$ cat config.mk
export PLATFORM = sky130hd
export DESIGN_NAME = markup_token_lexer_core
export DESIGN_NICKNAME = d
export VERILOG_FILES = /design/src/design/mtl_pkg.sv /design/src/design/mtl_front.sv /design/src/design/mtl_run_fifo.sv /design/src/design/mtl_back.sv /design/src/design/markup_token_lexer_core.sv
export SDC_FILE = /design/constraint.sdc
export NUM_CORES = 1
export LEC_CHECK = 0
export BUFFER_PORTS_ARGS = -buffer_cell sky130_fd_sc_hd__buf_2
export CORE_ASPECT_RATIO = 1.5
export CORE_UTILIZATION = 45
export CTS_BUF_LIST = sky130_fd_sc_hd__clkbuf_2 sky130_fd_sc_hd__clkbuf_4 sky130_fd_sc_hd__clkbuf_8
export DETAILED_ROUTE_END_ITERATION = 10
export PLACE_DENSITY_LB_ADDON = 0.3
export SKIP_LAST_GASP = 1
export SLEW_MARGIN = 30
export SYNTH_ARGS = -nofsm -noshare
export SYNTH_HDL_FRONTEND = slang
export SYNTH_SLANG_ARGS = --single-unit
$ cat constraint.sdc
create_clock -name clk -period 4.5 [get_ports clk]
set_input_delay 0 -clock clk [delete_from_list [all_inputs] [get_ports clk]]
set_output_delay 0 -clock clk [all_outputs]
set_load 0.02 [all_outputs]
$ cat src/design/mtl_pkg.sv
// Shared types, character codes and helper functions for the markup token lexer.
// Used by every module in the design folder; depends on nothing.
package mtl_pkg;

    localparam int RunSlots  = 3;
    localparam int RunDepth  = 4;
    localparam int RunPtrW   = $clog2(RunDepth);
    localparam int RunCountW = $clog2(RunDepth + 1);

    localparam logic [7:0] ChNul    = 8'h00;
    localparam logic [7:0] ChLf     = 8'h0A;
    localparam logic [7:0] ChLBrace = 8'h7B;
    localparam logic [7:0] ChRBrace = 8'h7D;
    localparam logic [7:0] ChLBrack = 8'h5B;
    localparam logic [7:0] ChRBrack = 8'h5D;
    localparam logic [7:0] ChEqual  = 8'h3D;
    localparam logic [7:0] ChHash   = 8'h23;
    localparam logic [7:0] ChBar    = 8'h7C;
    localparam logic [7:0] ChQuote  = 8'h22;
    localparam logic [7:0] ChBang   = 8'h21;
    localparam logic [7:0] ChPlus   = 8'h2B;
    localparam logic [7:0] ChMinus  = 8'h2D;

    typedef enum logic [3:0] {
        KIND_ID      = 4'd0,
        KIND_LBRACE  = 4'd1,
        KIND_RBRACE  = 4'd2,
        KIND_LBRACK  = 4'd3,
        KIND_RBRACK  = 4'd4,
        KIND_EQ      = 4'd5,
        KIND_CONDEQ  = 4'd6,
        KIND_HASH    = 4'd7,
        KIND_BAR     = 4'd8,
        KIND_TEXT    = 4'd9,
        KIND_COMMENT = 4'd10,
        KIND_NEQ     = 4'd11,
        KIND_PLUSEQ  = 4'd12,
        KIND_MINUSEQ = 4'd13,
        KIND_END     = 4'd14,
        KIND_ERROR   = 4'd15
    } kind_t;

    typedef enum logic [1:0] {
        ERR_NONE    = 2'd0,
        ERR_INVALID = 2'd1,
        ERR_UNTERM  = 2'd2,
        ERR_BANG    = 2'd3
    } err_t;

    typedef enum logic [3:0] {
        MODE_IDLE    = 4'd0,
        MODE_ID      = 4'd1,
        MODE_EQ      = 4'd2,
        MODE_Q1      = 4'd3,
        MODE_Q2      = 4'd4,
        MODE_STR     = 4'd5,
        MODE_TSTR    = 4'd6,
        MODE_BANG    = 4'd7,
        MODE_BANGWS  = 4'd8,
        MODE_CMT     = 4'd9,
        MODE_CMTDROP = 4'd10,
        MODE_PLUS    = 4'd11,
        MODE_MINUS   = 4'd12
    } mode_t;

    typedef struct packed {
        kind_t      kind;
        logic       has_char;
        logic [7:0] char_value;
        logic       token_end;
        err_t       error_code;
    } result_t;

    // One input word's worth of results, slot 0 first.
    typedef struct packed {
        logic [1:0]                   cnt;
        result_t [RunSlots-1:0]       slot;
    } run_t;

    typedef struct packed {
        logic empty;
        logic full;
    } fifo_stat_t;

    // Outcome of lexing a byte as the first byte of a new token.
    typedef struct packed {
        logic    emit;
        logic    fail;
        result_t res;
        mode_t   mode;
    } start_t;

    function automatic logic is_space(logic [7:0] b);
        return (b == 8'h20) || (b >= 8'h09 && b <= 8'h0D);
    endfunction

    function automatic logic is_alpha(logic [7:0] b);
        return (b >= 8'h41 && b <= 8'h5A) || (b >= 8'h61 && b <= 8'h7A);
    endfunction

    // Content results carry a byte; every other result ends its token.
    function automatic result_t mk(kind_t kind, logic has, logic [7:0] ch, err_t err);
        result_t r;
        r.kind       = kind;
        r.has_char   = has;
        r.char_value = has ? ch : 8'h00;
        r.token_end  = !has;
        r.error_code = err;
        return r;
    endfunction

    function automatic run_t run_add(run_t r, result_t x);
        run_t o;
        o = r;
        o.slot[o.cnt] = x;
        o.cnt = o.cnt + 2'd1;
        return o;
    endfunction

    function automatic start_t start_of(logic [7:0] b);
        start_t s;
        s.emit = 1'b0;
        s.fail = 1'b0;
        s.res  = mk(KIND_ID, 1'b0, 8'h00, ERR_NONE);
        s.mode = MODE_IDLE;
        if (is_space(b)) begin
            s.emit = 1'b0;
        end
        else if (is_alpha(b)) begin
            s.emit = 1'b1;
            s.res  = mk(KIND_ID, 1'b1, b, ERR_NONE);
            s.mode = MODE_ID;
        end
        else begin
            unique case (b)
                ChLBrace: begin s.emit = 1'b1; s.res = mk(KIND_LBRACE, 1'b0, b, ERR_NONE); end
                ChRBrace: begin s.emit = 1'b1; s.res = mk(KIND_RBRACE, 1'b0, b, ERR_NONE); end
                ChLBrack: begin s.emit = 1'b1; s.res = mk(KIND_LBRACK, 1'b0, b, ERR_NONE); end
                ChRBrack: begin s.emit = 1'b1; s.res = mk(KIND_RBRACK, 1'b0, b, ERR_NONE); end
                ChHash:   begin s.emit = 1'b1; s.res = mk(KIND_HASH, 1'b0, b, ERR_NONE); end
                ChBar:    begin s.emit = 1'b1; s.res = mk(KIND_BAR, 1'b0, b, ERR_NONE); end
                ChEqual:  s.mode = MODE_EQ;
                ChQuote:  s.mode = MODE_Q1;
                ChBang:   s.mode = MODE_BANG;
                ChPlus:   s.mode = MODE_PLUS;
                ChMinus:  s.mode = MODE_MINUS;
                default:
                begin
                    s.emit = 1'b1;
                    s.fail = 1'b1;
                    s.res  = mk(KIND_ERROR, 1'b0, b, ERR_INVALID);
                end
            endcase
        end
        return s;
    endfunction

endpackage

$ cat src/design/mtl_front.sv
// Front end of the lexer: accepts text words, runs the lexer state machine and
// builds the run of results for each word. Depends on mtl_pkg.
module mtl_front (
    input  logic               clk,
    input  logic               rst_n,
    input  logic               cfg_we,
    input  logic               cfg_wdata,
    input  logic               in_valid,
    output logic               in_ready,
    input  logic [7:0]         char_byte,
    input  logic               end_of_text,
    input  mtl_pkg::fifo_stat_t stat,
    output logic               push,
    output mtl_pkg::run_t      run
);
    import mtl_pkg::*;

    mode_t      mode_reg, mode_next;
    logic [1:0] pq_reg, pq_next;
    logic       halted_reg, halted_next;
    logic       drop_reg;

    logic       accept;
    logic       eot;
    start_t     st;
    logic       is_q, is_lf, is_eq, is_sp;

    assign in_ready = !stat.full;
    assign accept   = in_valid && in_ready;
    assign eot      = end_of_text || (char_byte == ChNul);
    assign st       = start_of(char_byte);
    assign is_q     = (char_byte == ChQuote);
    assign is_lf    = (char_byte == ChLf);
    assign is_eq    = (char_byte == ChEqual);
    assign is_sp    = is_space(char_byte);

    always_ff @(posedge clk or negedge rst_n)
    begin
        if (!rst_n)
        begin
            mode_reg   <= MODE_IDLE;
            pq_reg     <= 2'd0;
            halted_reg <= 1'b0;
            drop_reg   <= 1'b0;
        end
        else
        begin
            mode_reg   <= mode_next;
            pq_reg     <= pq_next;
            halted_reg <= halted_next;
            if (cfg_we)
            begin
                drop_reg <= cfg_wdata;
            end
        end
    end

    // Next state.
    always_comb
    begin
        mode_next   = mode_reg;
        pq_next     = pq_reg;
        halted_next = halted_reg;
        if (accept && eot)
        begin
            mode_next   = MODE_IDLE;
            pq_next     = 2'd0;
            halted_next = 1'b0;
        end
        else if (accept && !halted_reg)
        begin
            unique case (mode_reg)
                MODE_ID:
                begin
                    if (!is_alpha(char_byte))
                    begin
                        mode_next   = st.mode;
                        halted_next = st.fail;
                    end
                end
                MODE_EQ:
                begin
                    if (is_eq)
                    begin
                        mode_next = MODE_IDLE;
                    end
                    else
                    begin
                        mode_next   = st.mode;
                        halted_next = st.fail;
                    end
                end
                MODE_Q1:
                begin
                    if (is_q)
                    begin
                        mode_next = MODE_Q2;
                    end
                    else if (is_lf)
                    begin
                        mode_next   = MODE_IDLE;
                        halted_next = 1'b1;
                    end
                    else
                    begin
                        mode_next = MODE_STR;
                    end
                end
                MODE_Q2:
                begin
                    if (is_q)
                    begin
                        mode_next = MODE_TSTR;
                        pq_next   = 2'd0;
                    end
                    else
                    begin
                        mode_next   = st.mode;
                        halted_next = st.fail;
                    end
                end
                MODE_STR:
                begin
                    if (is_q)
                    begin
                        mode_next = MODE_IDLE;
                    end
                    else if (is_lf)
                    begin
                        mode_next   = MODE_IDLE;
                        halted_next = 1'b1;
                    end
                end
                MODE_TSTR:
                begin
                    if (is_q)
                    begin
                        if (pq_reg != 2'd3)
                        begin
                            pq_next = pq_reg + 2'd1;
                        end
                    end
                    else if (pq_reg == 2'd3)
                    begin
                        pq_next     = 2'd0;
                        mode_next   = st.mode;
                        halted_next = st.fail;
                    end
                    else
                    begin
                        pq_next = 2'd0;
                    end
                end
                MODE_BANG, MODE_BANGWS:
                begin
                    if (is_eq && mode_reg == MODE_BANG)
                    begin
                        mode_next = MODE_IDLE;
                    end
                    else if (is_sp)
                    begin
                        mode_next = MODE_BANGWS;
                    end
                    else if (char_byte == ChLBrace)
                    begin
                        mode_next = drop_reg ? MODE_CMTDROP : MODE_CMT;
                    end
                    else
                    begin
                        mode_next   = MODE_IDLE;
                        halted_next = 1'b1;
                    end
                end
                MODE_CMT, MODE_CMTDROP:
                begin
                    if (char_byte == ChRBrace)
                    begin
                        mode_next = MODE_IDLE;
                    end
                end
                MODE_PLUS, MODE_MINUS:
                begin
                    mode_next = MODE_IDLE;
                    if (!is_eq)
                    begin
                        halted_next = 1'b1;
                    end
                end
                MODE_IDLE:
                begin
                    mode_next   = st.mode;
                    halted_next = st.fail;
                end
                default:
                begin
                    mode_next = MODE_IDLE;
                end
            endcase
        end
    end

    // Results for the word being accepted.
    always_comb
    begin
        run = '0;
        if (eot)
        begin
            if (!halted_reg)
            begin
                unique case (mode_reg)
                    MODE_ID:   run = run_add(run, mk(KIND_ID, 1'b0, char_byte, ERR_NONE));
                    MODE_EQ:   run = run_add(run, mk(KIND_EQ, 1'b0, char_byte, ERR_NONE));
                    MODE_Q2:   run = run_add(run, mk(KIND_TEXT, 1'b0, char_byte, ERR_NONE));
                    MODE_Q1, MODE_STR:
                        run = run_add(run, mk(KIND_ERROR, 1'b0, char_byte, ERR_UNTERM));
                    MODE_TSTR:
                    begin
                        if (pq_reg == 2'd3)
                        begin
                            run = run_add(run, mk(KIND_TEXT, 1'b0, char_byte, ERR_NONE));
                        end
                        else
                        begin
                            run = run_add(run, mk(KIND_ERROR, 1'b0, char_byte, ERR_UNTERM));
                        end
                    end
                    MODE_BANG, MODE_BANGWS:
                        run = run_add(run, mk(KIND_ERROR, 1'b0, char_byte, ERR_BANG));
                    MODE_CMT:  run = run_add(run, mk(KIND_COMMENT, 1'b0, char_byte, ERR_NONE));
                    MODE_PLUS, MODE_MINUS:
                        run = run_add(run, mk(KIND_ERROR, 1'b0, char_byte, ERR_INVALID));
                    default:   run = run;
                endcase
            end
            run = run_add(run, mk(KIND_END, 1'b0, char_byte, ERR_NONE));
        end
        else if (!halted_reg)
        begin
            unique case (mode_reg)
                MODE_ID:
                begin
                    if (is_alpha(char_byte))
                    begin
                        run = run_add(run, mk(KIND_ID, 1'b1, char_byte, ERR_NONE));
                    end
                    else
                    begin
                        run = run_add(run, mk(KIND_ID, 1'b0, char_byte, ERR_NONE));
                        if (st.emit) run = run_add(run, st.res);
                    end
                end
                MODE_EQ:
                begin
                    if (is_eq)
                    begin
                        run = run_add(run, mk(KIND_CONDEQ, 1'b0, char_byte, ERR_NONE));
                    end
                    else
                    begin
                        run = run_add(run, mk(KIND_EQ, 1'b0, char_byte, ERR_NONE));
                        if (st.emit) run = run_add(run, st.res);
                    end
                end
                MODE_Q1:
                begin
                    if (is_lf)
                    begin
                        run = run_add(run, mk(KIND_ERROR, 1'b0, char_byte, ERR_UNTERM));
                    end
                    else if (!is_q)
                    begin
                        run = run_add(run, mk(KIND_TEXT, 1'b1, char_byte, ERR_NONE));
                    end
                end
                MODE_Q2:
                begin
                    if (!is_q)
                    begin
                        run = run_add(run, mk(KIND_TEXT, 1'b0, char_byte, ERR_NONE));
                        if (st.emit) run = run_add(run, st.res);
                    end
                end
                MODE_STR:
                begin
                    if (is_q)
                    begin
                        run = run_add(run, mk(KIND_TEXT, 1'b0, char_byte, ERR_NONE));
                    end
                    else if (is_lf)
                    begin
                        run = run_add(run, mk(KIND_ERROR, 1'b0, char_byte, ERR_UNTERM));
                    end
                    else
                    begin
                        run = run_add(run, mk(KIND_TEXT, 1'b1, char_byte, ERR_NONE));
                    end
                end
                MODE_TSTR:
                begin
                    if (is_q)
                    begin
                        if (pq_reg == 2'd3)
                        begin
                            run = run_add(run, mk(KIND_TEXT, 1'b1, ChQuote, ERR_NONE));
                        end
                    end
                    else if (pq_reg == 2'd3)
                    begin
                        run = run_add(run, mk(KIND_TEXT, 1'b0, char_byte, ERR_NONE));
                        if (st.emit) run = run_add(run, st.res);
                    end
                    else
                    begin
                        // Release the held-back quotes ahead of the byte.
                        if (pq_reg >= 2'd1) run = run_add(run, mk(KIND_TEXT, 1'b1, ChQuote, ERR_NONE));
                        if (pq_reg >= 2'd2) run = run_add(run, mk(KIND_TEXT, 1'b1, ChQuote, ERR_NONE));
                        run = run_add(run, mk(KIND_TEXT, 1'b1, char_byte, ERR_NONE));
                    end
                end
                MODE_BANG, MODE_BANGWS:
                begin
                    if (is_eq && mode_reg == MODE_BANG)
                    begin
                        run = run_add(run, mk(KIND_NEQ, 1'b0, char_byte, ERR_NONE));
                    end
                    else if (!is_sp && char_byte != ChLBrace)
                    begin
                        run = run_add(run, mk(KIND_ERROR, 1'b0, char_byte, ERR_BANG));
                    end
                end
                MODE_CMT:
                begin
                    if (char_byte == ChRBrace)
                    begin
                        run = run_add(run, mk(KIND_COMMENT, 1'b0, char_byte, ERR_NONE));
                    end
                    else
                    begin
                        run = run_add(run, mk(KIND_COMMENT, 1'b1, char_byte, ERR_NONE));
                    end
                end
                MODE_CMTDROP:
                begin
                    run = run;
                end
                MODE_PLUS, MODE_MINUS:
                begin
                    if (is_eq)
                    begin
                        run = run_add(run, mk((mode_reg == MODE_PLUS) ? KIND_PLUSEQ : KIND_MINUSEQ,
                                              1'b0, char_byte, ERR_NONE));
                    end
                    else
                    begin
                        run = run_add(run, mk(KIND_ERROR, 1'b0, char_byte, ERR_INVALID));
                    end
                end
                MODE_IDLE:
                begin
                    if (st.emit) run = run_add(run, st.res);
                end
                default:
                begin
                    run = run;
                end
            endcase
        end
    end

    assign push = accept && (run.cnt != 2'd0);

endmodule

$ cat src/design/mtl_run_fifo.sv
// Short queue of result runs between the lexer front and the output serializer.
// Depends on mtl_pkg.
module mtl_run_fifo (
    input  logic                clk,
    input  logic                rst_n,
    input  logic                push,
    input  mtl_pkg::run_t       push_run,
    input  logic                pop,
    output mtl_pkg::run_t       head,
    output mtl_pkg::fifo_stat_t stat
);
    import mtl_pkg::*;

    run_t                 entry_reg [RunDepth];
    logic [RunPtrW-1:0]   wr_ptr_reg, rd_ptr_reg;
    logic [RunCountW-1:0] count_reg, count_next;

    assign head       = entry_reg[rd_ptr_reg];
    assign stat.empty = (count_reg == '0);
    assign stat.full  = (count_reg == RunCountW'(RunDepth));

    always_comb
    begin
        count_next = count_reg;
        if (push && !pop)
        begin
            count_next = count_reg + 1'b1;
        end
        else if (pop && !push)
        begin
            count_next = count_reg - 1'b1;
        end
    end

    always_ff @(posedge clk or negedge rst_n)
    begin
        if (!rst_n)
        begin
            wr_ptr_reg <= '0;
            rd_ptr_reg <= '0;
            count_reg  <= '0;
        end
        else
        begin
            count_reg <= count_next;
            if (push)
            begin
                wr_ptr_reg <= wr_ptr_reg + 1'b1;
            end
            if (pop)
            begin
                rd_ptr_reg <= rd_ptr_reg + 1'b1;
            end
        end
    end

    always_ff @(posedge clk)
    begin
        if (push)
        begin
            entry_reg[wr_ptr_reg] <= push_run;
        end
    end

endmodule

$ cat src/design/mtl_back.sv
// Back end of the lexer: walks the run at the queue head and hands out its
// results one word at a time. Depends on mtl_pkg.
module mtl_back (
    input  logic                clk,
    input  logic                rst_n,
    input  mtl_pkg::run_t       head,
    input  mtl_pkg::fifo_stat_t stat,
    output logic                pop,
    output logic                out_valid,
    input  logic                out_ready,
    output logic [3:0]          token_kind,
    output logic                has_char,
    output logic [7:0]          char_value,
    output logic                token_end,
    output logic [1:0]          error_code,
    output logic                last_of_run
);
    import mtl_pkg::*;

    logic [1:0] idx_reg, idx_next;
    result_t    cur;
    logic       take;

    assign cur         = head.slot[idx_reg];
    assign out_valid   = !stat.empty;
    assign take        = out_valid && out_ready;
    assign last_of_run = (idx_reg == head.cnt - 2'd1);
    assign pop         = take && last_of_run;

    assign token_kind  = cur.kind;
    assign has_char    = cur.has_char;
    assign char_value  = cur.char_value;
    assign token_end   = cur.token_end;
    assign error_code  = cur.error_code;

    always_comb
    begin
        idx_next = idx_reg;
        if (take)
        begin
            idx_next = last_of_run ? 2'd0 : idx_reg + 2'd1;
        end
    end

    always_ff @(posedge clk or negedge rst_n)
    begin
        if (!rst_n)
        begin
            idx_reg <= 2'd0;
        end
        else
        begin
            idx_reg <= idx_next;
        end
    end

endmodule

$ cat src/design/markup_token_lexer_core.sv
// Top level of the streaming markup token lexer: front, run queue and back.
// Depends on mtl_pkg, mtl_front, mtl_run_fifo and mtl_back.
//
// Usage:
//   Input channel (in_valid/in_ready, char_byte, end_of_text) takes one text
//   word per cycle unless the queue is full. A zero byte counts as end of
//   text. Each accepted word yields zero to three result words on the output
//   channel (out_valid/out_ready); last_of_run marks the final result word
//   of an input word. Words that yield nothing (whitespace, held-back
//   quotes, dropped comment bytes) leave no trace at the output.
//   The first result of a word is registered in the run queue before it
//   is offered. Throughput: one input word per cycle while each yields at
//   most one result; else the output side runs at one result per ready cycle
//   and the lexer state machine in the front is the only per-word loop.
//   A four-run queue parts the two sides: the front keeps accepting while
//   the receiver stalls until the queue fills, then drops in_ready.
//   cfg_we/cfg_wdata write drop_comments; write it only while idle.
//   Reset (rst_n low, asynchronous) returns the lexer to between-token mode,
//   clears held quotes, the halted flag, drop_comments and the queue.
module markup_token_lexer_core (
    input  logic       clk,
    input  logic       rst_n,
    input  logic       cfg_we,
    input  logic       cfg_wdata,
    input  logic       in_valid,
    output logic       in_ready,
    input  logic [7:0] char_byte,
    input  logic       end_of_text,
    output logic       out_valid,
    input  logic       out_ready,
    output logic [3:0] token_kind,
    output logic       has_char,
    output logic [7:0] char_value,
    output logic       token_end,
    output logic [1:0] error_code,
    output logic       last_of_run
);
    import mtl_pkg::*;

    fifo_stat_t stat;
    run_t       push_run;
    run_t       head;
    logic       push;
    logic       pop;

    // Lex each accepted word into a run of results.
    mtl_front u_front (
        .clk         (clk),
        .rst_n       (rst_n),
        .cfg_we      (cfg_we),
        .cfg_wdata   (cfg_wdata),
        .in_valid    (in_valid),
        .in_ready    (in_ready),
        .char_byte   (char_byte),
        .end_of_text (end_of_text),
        .stat        (stat),
        .push        (push),
        .run         (push_run)
    );

    // Hold runs until the output side takes them.
    mtl_run_fifo u_fifo (
        .clk      (clk),
        .rst_n    (rst_n),
        .push     (push),
        .push_run (push_run),
        .pop      (pop),
        .head     (head),
        .stat     (stat)
    );

    // Advance through the head run one result at a time.
    mtl_back u_back (
        .clk         (clk),
        .rst_n       (rst_n),
        .head        (head),
        .stat        (stat),
        .pop         (pop),
        .out_valid   (out_valid),
        .out_ready   (out_ready),
        .token_kind  (token_kind),
        .has_char    (has_char),
        .char_value  (char_value),
        .token_end   (token_end),
        .error_code  (error_code),
        .last_of_run (last_of_run)
    );

    a_no_push_when_full: assert property (@(posedge clk) disable iff (!rst_n)
        push |-> !stat.full)
        else $error("run pushed into a full queue");

    a_char_xor_end: assert property (@(posedge clk) disable iff (!rst_n)
        out_valid |-> (has_char != token_end))
        else $error("result both carries a byte and ends a token, or neither");

    a_error_kind: assert property (@(posedge clk) disable iff (!rst_n)
        (out_valid && error_code != ERR_NONE) |-> (token_kind == KIND_ERROR))
        else $error("error code on a non-error result");

    a_end_is_last: assert property (@(posedge clk) disable iff (!rst_n)
        (out_valid && token_kind == KIND_END) |-> last_of_run)
        else $error("end result not last of its run");

    a_pop_only_last: assert property (@(posedge clk) disable iff (!rst_n)
        pop |-> (out_valid && last_of_run))
        else $error("queue popped before its run was delivered");

endmodule

* Yosys cells after proc, flatten, opt, wreduce, memory -nomap -nowiden
Memories as Yosys holds them, arrays and structs flattened.
Index checks and enable logic that the tools add are counted.
** Operators by class
- Add/subtract/negate cells :: 10
- Multipliers :: 0
- Div/mod/pow operators :: 0
- Order comparisons :: 15
- Eq/ne operators :: 45
- Shift operators :: 0
- Muxes and demuxes :: 98
- Bitwise logic cells :: 6
- Reductions and logical operators :: 42
** Operators with widths (count)
- $mux 50 :: 26
- $pmux 50 s10 :: 1
- $pmux 50 s8 :: 1
- $mux 49 :: 5
- $pmux 16 s7 :: 1
- $demux 16 s2 :: 3
- $mux 16 :: 5
- $eq 8x6->1 const B :: 7
- $mux 4 :: 14
- $bwmux 48 :: 1
- $eq 8x7->1 const B :: 5
- $and 36x36->36 :: 1
- $not 36->36 :: 1
- $pmux 4 s9 :: 1
- $and 33x33->33 :: 1
- $not 33->33 :: 1
- $bmux 16 s2 :: 1
- $mux 15 :: 2
- $mux 1 :: 21
- $mux 21 :: 1
- $eq 4x4->1 const B :: 5
- $mux 20 :: 1
- $pmux 4 s5 :: 1
- $ne 3x3->1 const B :: 6
- other kinds (46) :: 104
** Word-level totals
- Bits in registers :: 17
- Latch bits :: 0
- Bits in writable memories :: 200
- Bits in read-only memories :: 0
- Bits of input ports :: 15
- Output and inout bits :: 19
- Word-level logic and storage cells :: 225
- Memories kept :: 1
** Memories
- u_fifo.entry_reg :: words 4, bits a word 50, read ports 1, clocked after Yosys merged registers in 0, wr ports 1, RTL line mtl_run_fifo.sv:14 : run_t entry_reg [RunDepth];

* Depth between registers and ports, before layout
Gate-level depths: netlist of run 1.
- Depth in word-level cells :: 35
- Gate-level depth with buffers :: 17
- Mapped depth without buffers :: 15

* Cells and area by module
Synthesis of run 1 repeated with hierarchy kept, for this count alone.
** Second synthesis, totals
- Cells, all modules :: 765
- Area, all modules :: 10744.1 um2
** By module, submodules not included
- mtl_run_fifo :: times used 1, cells each 296, area each 7669.9 um2, sequential area each 6180.9 um2
- mtl_front :: times used 1, cells each 399, area each 2602.5 um2, sequential area each 200.2 um2
- mtl_back :: times used 1, cells each 70, area each 471.7 um2, sequential area each 50.0 um2

* Least setup slack after synthesis of run 1
OpenSTA, ideal clock, no wires.
- Kind :: register to register
- From :: register u_front.mode_reg[2]
- To :: memory u_fifo.entry_reg[2][0] in the netlist's numbering (enable)
- Setup time :: 0.453 ns
- Arrival :: 3.849 ns
- Required time :: 4.047 ns
- Path slack :: 0.198 ns
- Cell stages (with the launch flop) :: 9
- Buffers on the path :: 2
- Period minus slack after synthesis :: 4.302 ns
- Path through :: dfrtp_1 > clkbuf_1 > nor4b_2 > a31oi_1 > or4_1 > clkbuf_1 > nand3_1 > o21ai_2 > a21boi_1
** On the way
- Cells in the longest elaborated chain, start to end :: 11
- Elaborated cells on any way between the ends :: 28
- Those cells by class :: add/sub (1); eq/ne (11); mux (9); reduce/logical (7)
** RTL lines
- start, declared :: RTL line mtl_front.sv:18 : mode_t mode_reg, mode_next;
- start signal, assigned :: RTL line mtl_front.sv:48 : mode_reg <= mode_next;
- $eq 4x4->1, or another cell as far along :: RTL line mtl_front.sv:210, mtl_front.sv:239
- $reduce_or 2->1 (on tied branches)
- $pmux 50 s8 :: RTL line mtl_front.sv:210 : unique case (mode_reg)
- $mux 50 :: RTL line mtl_front.sv:208 : if (!halted_reg)
- $mux 50 :: RTL line mtl_front.sv:206 : if (eot)
- $add 2x1->2 :: RTL line mtl_pkg.sv:116 : o.cnt = o.cnt + 2'd1;
- $mux 50 (*) :: RTL line mtl_front.sv:206
- $reduce_bool 2->1 (*) :: RTL line mtl_front.sv:370 : assign push = accept && (run.cnt != 2'd0);
- $logic_and 1x1->1 (*) :: RTL line mtl_front.sv:370
- $mux 1 (*) :: RTL line mtl_run_fifo.sv:59 : if (push)
- $mux 1 (implied by the code) (*) :: RTL line mtl_run_fifo.sv:61 : entry_reg[wr_ptr_reg] <= push_run;
- end, declared :: RTL line mtl_run_fifo.sv:14
Every way passes the cells marked *; elsewhere a longest branch is shown, timed or not. The select of a mux whose other input is x is not followed.

* Worst setup path in the final report of run 1
- From :: register u_front.mode_reg[3]
- To :: register u_fifo.count_reg[2]
** On the way
- Cells in the longest elaborated chain, start to end :: 12
- Elaborated cells on any way between the ends :: 31
- Those cells by class :: add/sub (1); eq/ne (11); mux (8); reduce/logical (11)
** RTL lines
- $eq 4x4->1, or another cell as far along :: RTL line mtl_front.sv:210, mtl_front.sv:239
- $reduce_or 2->1 (on tied branches)
- $pmux 50 s8 :: RTL line mtl_front.sv:210
- $mux 50 :: RTL line mtl_front.sv:208
- $mux 50 :: RTL line mtl_front.sv:206
- $add 2x1->2 :: RTL line mtl_pkg.sv:116
- $mux 50 (*) :: RTL line mtl_front.sv:206
- $reduce_bool 2->1 (*) :: RTL line mtl_front.sv:370
- $logic_and 1x1->1 (*) :: RTL line mtl_front.sv:370
- named net push :: RTL line markup_token_lexer_core.sv:43 : logic push;
- $logic_not 1->1 :: RTL line mtl_run_fifo.sv:29 : else if (pop && !push)
- $logic_and 1x1->1 :: RTL line mtl_run_fifo.sv:29
- $reduce_bool 2->1 (no source line)
- end signal, assigned :: RTL line mtl_run_fifo.sv:45 : count_reg <= count_next;
- end, declared :: RTL line mtl_run_fifo.sv:16 : logic [RunCountW-1:0] count_reg, count_next;
The timed path passes the listed nets; every way through them passes the cells marked *. The select of a mux whose other input is x is not followed.
A chain may end at the register's enable or synchronous reset.

==> results.sh, run 1 <==
export IMPL_status="finished clean"
export IMPL_cts_sinks=185
export IMPL_cp_cell_sequence="nor4b_2 > a31oi_1 > or4_1 > nand3_1 > o21ai_2 > nand2_1 > ha_1 > inv_1 > fa_1 > xor2_1 > nor2_1 > xor2_1"
export IMPL_cts_resized=0
export IMPL_crit_type="flip-flop to flip-flop"
export IMPL_routedWlPerCell_um=23.4
export IMPL_setup_viol=0
export IMPL_hold_violations=0
export IMPL_layout_nets=792
export IMPL_cts_hold_buf=4
export IMPL_fp_row_count=64
export IMPL_synth_distinct_cells=82
export IMPL_dp_hpwl_um=16900
export IMPL_grt_overflow=0
export IMPL_rr_startpoint="u_front.mode_reg[3]$_DFFE_PN0P_"
export IMPL_root_buffer="clkbuf_8"
export IMPL_yosys_warnings=0
export IMPL_holdWs_ps=4.71
export IMPL_cp_common_cell="xor2_1"
export IMPL_num_vias=6445
export IMPL_die_w_um=120
export IMPL_cts_tree="built"
export IMPL_die_area_um2=21500
export IMPL_clk_transition_reported_paths_ps=110
export IMPL_largest_register_ffs=168
export IMPL_ys_flop_type="edfxtp_1"
export IMPL_routed_via_density=6.20
export IMPL_rsz0062_at_grt="no"
export IMPL_syn_to_final_growth_pct=10.9
export IMPL_insertion_delay_ps=480
export IMPL_critPathBufInv=1
export IMPL_chipHeight_um=179
export IMPL_ys_seq_elements=185
export IMPL_max_freq_mhz=284
export IMPL_synthesis_instances=728
export IMPL_place_congestion=0.938
export IMPL_worstPathMaxFanout=17
export IMPL_grt_pass1_wl_um=37700
export IMPL_drive_gt1_frac=0.213
export IMPL_clock_skew_ps=20.1
export IMPL_post_cts_buffers=0
export IMPL_power_leakage_nw=3.56
export IMPL_hold_path_class="primary input to asynchronous set/reset pin"
export IMPL_first_pass_iters=5
export IMPL_ioPinCount=34
export IMPL_synthesis_nets=757
export IMPL_cp_required_ps=4900
export IMPL_crit_family="simple AND/OR/NAND/NOR gates"
export IMPL_track_usage=0.239
export IMPL_drc=0
export IMPL_async_flop_share=0.0919
export IMPL_grt_pass1_vias=6563
export IMPL_cts_buffers=17
export IMPL_rr_worst_depth=12
export IMPL_cp_data_arrival_time_ps=3920
export IMPL_fin_tns_setup_ps=0
export IMPL_ir_drop_uv=295
export IMPL_endpoint_kind="flip-flop"
export IMPL_io_buffer_count=33
export IMPL_syn_avg_cell_area_um2=12.9
export IMPL_synth_edf_count=168
export IMPL_drv_slew=0
export IMPL_n_antenna_cell=0
export IMPL_power_density_nw_per_um2=548
export IMPL_slowest_stage="dfrtp_1"
export IMPL_startpoint_type="flip-flop"
export IMPL_worst_slew_pin_slew_ps=953
export IMPL_antenna_found_initial=0
export IMPL_core_area_um2=20400
export IMPL_synth_seq_area_share=0.581
export IMPL_cpPeakStageDelay_ps=690
export IMPL_timing_rr_end="u_fifo.count_reg[2]$_DFFE_PN0P_"
export IMPL_totalWireLength_um=24400
export IMPL_drt_first_iter_violations=636
export IMPL_totalPowerFinal_mw=5.72
export IMPL_nFillCells=1755
export IMPL_fin_crit_sh=0.783
export IMPL_ant_nets=0
export IMPL_initial_core_util=0.461
export IMPL_fin_crit_ps=3520
export IMPL_cts_max_level=4
export IMPL_clk_path_buf_depth=2
export IMPL_drv_cap=0
export IMPL_reg2reg_slack_ps=980
export IMPL_synth_area_um2=9420
export IMPL_grt_max_degree=43
export IMPL_relSlewSlack=0.362
-- power by group --
part | total, mW | internal (mW) | leakage, nW | switching [mW]
sequential | 2.41 | 2.28 | 1.77 | 0.133
combinational | 2.22 | 0.926 | 1.59 | 1.30
clock | 1.09 | 0.460 | 0.201 | 0.627
total | 5.72 | 3.67 | 3.56 | 2.06
-- per-layer routing --
layer	wire, um	GRT usage	up-vias
met5	0	0	-
met4	1050	0.130	0
met3	1390	0.0359	64
met2	12300	0.410	266
met1	9630	0.289	3240
li1	-	-	2875
-- cells in the mapped netlist, types with 5 or more instances --
| master | n | area [um2] |
|---|---|---|
| mux2i_1 | 15 | 150 |
| nand2_1 | 68 | 255 |
| mux4_2 | 42 | 946 |
| inv_1 | 13 | 48.8 |
| o22ai_1 | 7 | 43.8 |
| nand2b_1 | 10 | 62.6 |
| a31oi_1 | 7 | 43.8 |
| or3_1 | 5 | 31.3 |
| and2_1 | 16 | 100 |
| and3_1 | 5 | 31.3 |
| o21ai_0 | 48 | 240 |
| nor2b_1 | 10 | 62.6 |
| nand3_1 | 15 | 75.1 |
| xnor2_1 | 6 | 52.6 |
| a21oi_1 | 31 | 155 |
| buf_2 | 9 | 45.0 |
| ha_1 | 13 | 163 |
| nor2_1 | 56 | 210 |
| clkbuf_1 | 29 | 109 |
| nor3_1 | 13 | 65.1 |
| buf_1 | 7 | 26.3 |
| o21a_1 | 5 | 37.5 |
| edfxtp_1 | 168 | 5040 |
| o211ai_1 | 5 | 37.5 |
| dfrtp_1 | 17 | 425 |
| nor3b_1 | 5 | 37.5 |
-- cell type report --
cell class,count,area [um2],share of cell area
clock buffer,17,234,0.0224
clock inverter,15,159,0.0152
inverter,16,65.1,0.00623
multi-input combinational,479,3720,0.356
sequential,185,5470,0.524
tap,264,330,0.0316
timing repair buffer,64,458,0.0439
-- through the flow --
step	utilization	setup slack, ps	instance area, um2	cells
after floorplan	-	198	9420	728
after global placement	0.490	1050	10000	1004
after detailed placement	0.490	967	10000	1004
after CTS	0.511	1010	10400	1040
after global routing	0.511	772	10400	1040
final	0.511	977	10400	1040
-- how the worst max path moves through the flow --
stage / cells after the start / endpoint / slack (ps) / start
2_1_floorplan: 8 / u_fifo.entry_reg[2][0]$_DFFE_PP_ / 200 / u_front.mode_reg[2]$_DFFE_PN0P_
3_3_place_gp: 13 / u_fifo.count_reg[1]$_DFFE_PN0P_ / 1050 / char_byte[1]
3_5_place_dp: 13 / u_fifo.count_reg[1]$_DFFE_PN0P_ / 970 / char_byte[1]
4_1_cts: 13 / u_fifo.count_reg[2]$_DFFE_PN0P_ / 1010 / u_front.mode_reg[0]$_DFFE_PN0P_
5_1_grt: 15 / u_fifo.count_reg[2]$_DFFE_PN0P_ / 770 / u_front.mode_reg[0]$_DFFE_PN0P_
6_report: 12 / u_fifo.count_reg[2]$_DFFE_PN0P_ / 980 / u_front.mode_reg[3]$_DFFE_PN0P_
-- worst register-to-register path, cell delays in order, from the launching register on --
cell and delay (ps):
dfrtp_1 690, nor4b_2 400, a31oi_1 100, or4_1 570, nand3_1 260, o21ai_2 220
nand2_1 120, ha_1 180, inv_1 70, fa_1 430, xor2_1 150, nor2_1 110
xor2_1 150
-- cells in the final DEF, fill, tap and decap left out, types with 6 or more instances in the layout --
| cell type | Yosys | final |
|---|---|---|
| a21oi_1 | 31 | 31 |
| nand3_1 | 15 | 15 |
| mux4_2 | 42 | 42 |
| o22ai_1 | 7 | 7 |
| o21ai_0 | 48 | 48 |
| mux2i_1 | 15 | 15 |
| a31oi_1 | 7 | 7 |
| nor3_1 | 13 | 12 |
| ha_1 | 13 | 13 |
| inv_1 | 13 | 13 |
| xnor2_1 | 6 | 6 |
| buf_2 | 9 | 33 |
| dfrtp_1 | 17 | 15 |
| nor2b_1 | 10 | 9 |
| nor2_1 | 56 | 56 |
| clkbuf_8 | 0 | 17 |
| edfxtp_1 | 168 | 168 |
| nand2_1 | 68 | 68 |
| and2_1 | 16 | 16 |
| buf_4 | 0 | 23 |
| nand2b_1 | 10 | 10 |
-- cell families (layout without fill, tap and decap cells) --
logic type                 after synthesis  count (layout)  share of synthesized area
adders and majority gates               14              14                     0.0194
muxes                                   60              60                      0.120
AOI/OAI and AO/OA                      161             161                      0.114
xor gates and xnor gates                 9               9                    0.00837
and+or+nand+nor                        235             235                      0.127
DFF                                    185             185                      0.581
buffers and inverters                   64             112                     0.0300
Note: power is estimated with default switching activity, not from simulation.
==> run 2, diff against run 1 <==
Clock period 4.5 ns to 3.5 ns, I/O delays scaled along.
==> run 2 against run 1 <==
  * Combinational power increased by 33%
  * Maximum frequency is 12% higher
  * First-iteration DRC count down 6.9%
  * Non-clock buffer count increased by 36
  * Critical path depth unchanged
  * Clock power is 28% higher
  * Sequential power increased by 29%
  * Hold slack improved by 14 ps
  * Clock skew is 4.0 ps lower
  * Global-route usage increased by 1.5 points
  * Critical endpoint unchanged
  * Total power grew 30%
  * Core utilization grew 1.3 points
==> results.sh, run 2 (synthesis results as in run 1) <==
export IMPL_cts_max_level=4
export IMPL_status="finished clean"
export IMPL_chipHeight_um=179
export IMPL_insertion_delay_ps=470
export IMPL_io_buffer_count=33
export IMPL_worst_slew_pin_slew_ps=801
export IMPL_track_usage=0.254
export IMPL_ioPinCount=34
export IMPL_first_pass_iters=5
export IMPL_root_buffer="clkbuf_8"
export IMPL_clk_path_buf_depth=2
export IMPL_drt_first_iter_violations=592
export IMPL_cts_tree="built"
export IMPL_die_w_um=120
export IMPL_die_area_um2=21500
export IMPL_cp_data_arrival_time_ps=3550
export IMPL_dp_hpwl_um=19200
export IMPL_drc=0
export IMPL_startpoint_type="flip-flop"
export IMPL_antenna_found_initial=0
export IMPL_power_leakage_nw=3.73
export IMPL_endpoint_kind="flip-flop"
export IMPL_num_vias=6506
export IMPL_ant_nets=0
export IMPL_setup_viol=0
export IMPL_totalWireLength_um=25900
export IMPL_core_area_um2=20400
export IMPL_routedWlPerCell_um=24.1
export IMPL_n_antenna_cell=0
export IMPL_totalPowerFinal_mw=7.46
export IMPL_cp_required_ps=3900
export IMPL_cts_sinks=185
export IMPL_post_cts_buffers=0
export IMPL_drv_slew=0
export IMPL_crit_type="flip-flop to flip-flop"
export IMPL_max_freq_mhz=317
export IMPL_fin_area_um2=10700
export IMPL_cpPeakStageDelay_ps=510
export IMPL_power_density_nw_per_um2=697
export IMPL_fin_crit_sh=0.900
export IMPL_fin_crit_ps=3150
export IMPL_ir_drop_uv=303
export IMPL_drive_gt1_frac=0.246
export IMPL_cts_resized=0
export IMPL_cts_buffers=17
export IMPL_routed_via_density=6.05
export IMPL_syn_to_final_growth_pct=13.7
export IMPL_layout_nets=828
export IMPL_layout_commonest_cell="edfxtp_1"
export IMPL_hold_path_class="primary input to asynchronous set/reset pin"
export IMPL_cts_hold_buf=4
export IMPL_rsz0062_at_grt="no"
export IMPL_clock_skew_ps=16.1
export IMPL_grt_pass1_vias=6718
export IMPL_grt_overflow=0
export IMPL_placed_cell_area_um2=10300
export IMPL_relSlewSlack=0.464
export IMPL_worstPathMaxFanout=12
export IMPL_initial_core_util=0.461
export IMPL_slowest_stage="dfrtp_1"
export IMPL_place_congestion=1.02
export IMPL_hold_violations=0
export IMPL_clk_transition_reported_paths_ps=100
export IMPL_largest_register_ffs=168
export IMPL_drv_cap=0
export IMPL_grt_pass1_wl_um=39500
export IMPL_cp_cell_sequence="buf_4 > nor2_1 > nand2_1 > o221ai_1 > o2111ai_2 > nand2_1 > ha_1 > inv_1 > fa_1 > xor2_1 > nor2_1 > xor2_1"
export IMPL_grt_max_degree=33
export IMPL_fp_row_count=64
export IMPL_final_cell_mix="168 x edfxtp_1, 68 x nand2_1, 59 x buf_4"
## run 2: cell count changes in the layout (fill, tap and decap cells not counted)
cell        change
nor2b_1         +1
nor2b_2         -1
clkinv_1        -1
clkinv_4        -1
inv_6           +1
buf_4          +36
nor3_2          -1
clkinvlp_4      +2
inv_8           -1
nor3_1          +1
## run 2: layer usage
layer  track usage  wire (um)  vias up
met5             0          0        -
met4         0.140       1290        0
met3        0.0353       1120       64
met2         0.449      13700      223
met1         0.297       9840     3274
li1              -          -     2945
## run 2: cell type report
type / instances / area [um2]
fill: 1751 / 9720
sequential: 185 / 5470
multi-input combinational: 479 / 3710
timing repair buffer: 100 / 728
tap: 264 / 330
clock buffer: 17 / 234
clock inverter: 15 / 159
inverter: 16 / 65.1
## run 2: worst paths after layout
| path | from | endpoint | cells past startpoint | slack [ps] |
|---|---|---|---|---|
| worst max-delay path | u_front.mode_reg[2]$_DFFE_PN0P_ | u_fifo.count_reg[2]$_DFFE_PN0P_ | 12 | 350 |
| worst min-delay path | rst_n | u_front.mode_reg[1]$_DFFE_PN0P_ | 2 | 20 |
| worst max register to register | u_front.mode_reg[2]$_DFFE_PN0P_ | u_fifo.count_reg[2]$_DFFE_PN0P_ | 12 | 350 |
| worst min register to register | u_fifo.count_reg[2]$_DFFE_PN0P_ | u_fifo.count_reg[2]$_DFFE_PN0P_ | 1 | 500 |
| max in group asynchronous | rst_n | u_fifo.rd_ptr_reg[1]$_DFFE_PN0P_ | 2 | 3090 |
| min in group clk | char_byte[7] | u_fifo.entry_reg[3][26]$_DFFE_PP_ | 3 | 60 |
## run 2: critical path: cells and delay by family, from the launching register on
kind,cells,cell delay [ps]
xor gates and xnor gates,2,310
DFF,1,510
AOI/OAI and AO/OA,2,480
adders and majority gates,2,620
and+or+nand+nor,4,830
buffers and inverters,2,320
## run 2: metrics by stage
stage | utilization | instances | hold slack [ps] | TNS [ps] | worst slack (ps)
6_report | 0.524 | 1076 | 19.1 | 0 | 348
3_3_place_gp | 0.503 | 1040 | -14.9 | 0 | 331
5_1_grt | 0.524 | 1076 | 39.3 | 0 | 185
2_1_floorplan | - | 728 | -296 | -134690 | -802
3_5_place_dp | 0.503 | 1040 | -5.27 | 0 | 224
4_1_cts | 0.524 | 1076 | 0.137 | 0 | 376
## run 2: power by group
group / internal (mW) / total (mW) / leakage [nW] / switching, mW
sequential: 2.93 / 3.11 / 1.77 / 0.176
clock: 0.590 / 1.39 / 0.195 / 0.801
combinational: 1.26 / 2.96 / 1.76 / 1.70
total: 4.78 / 7.46 / 3.73 / 2.68
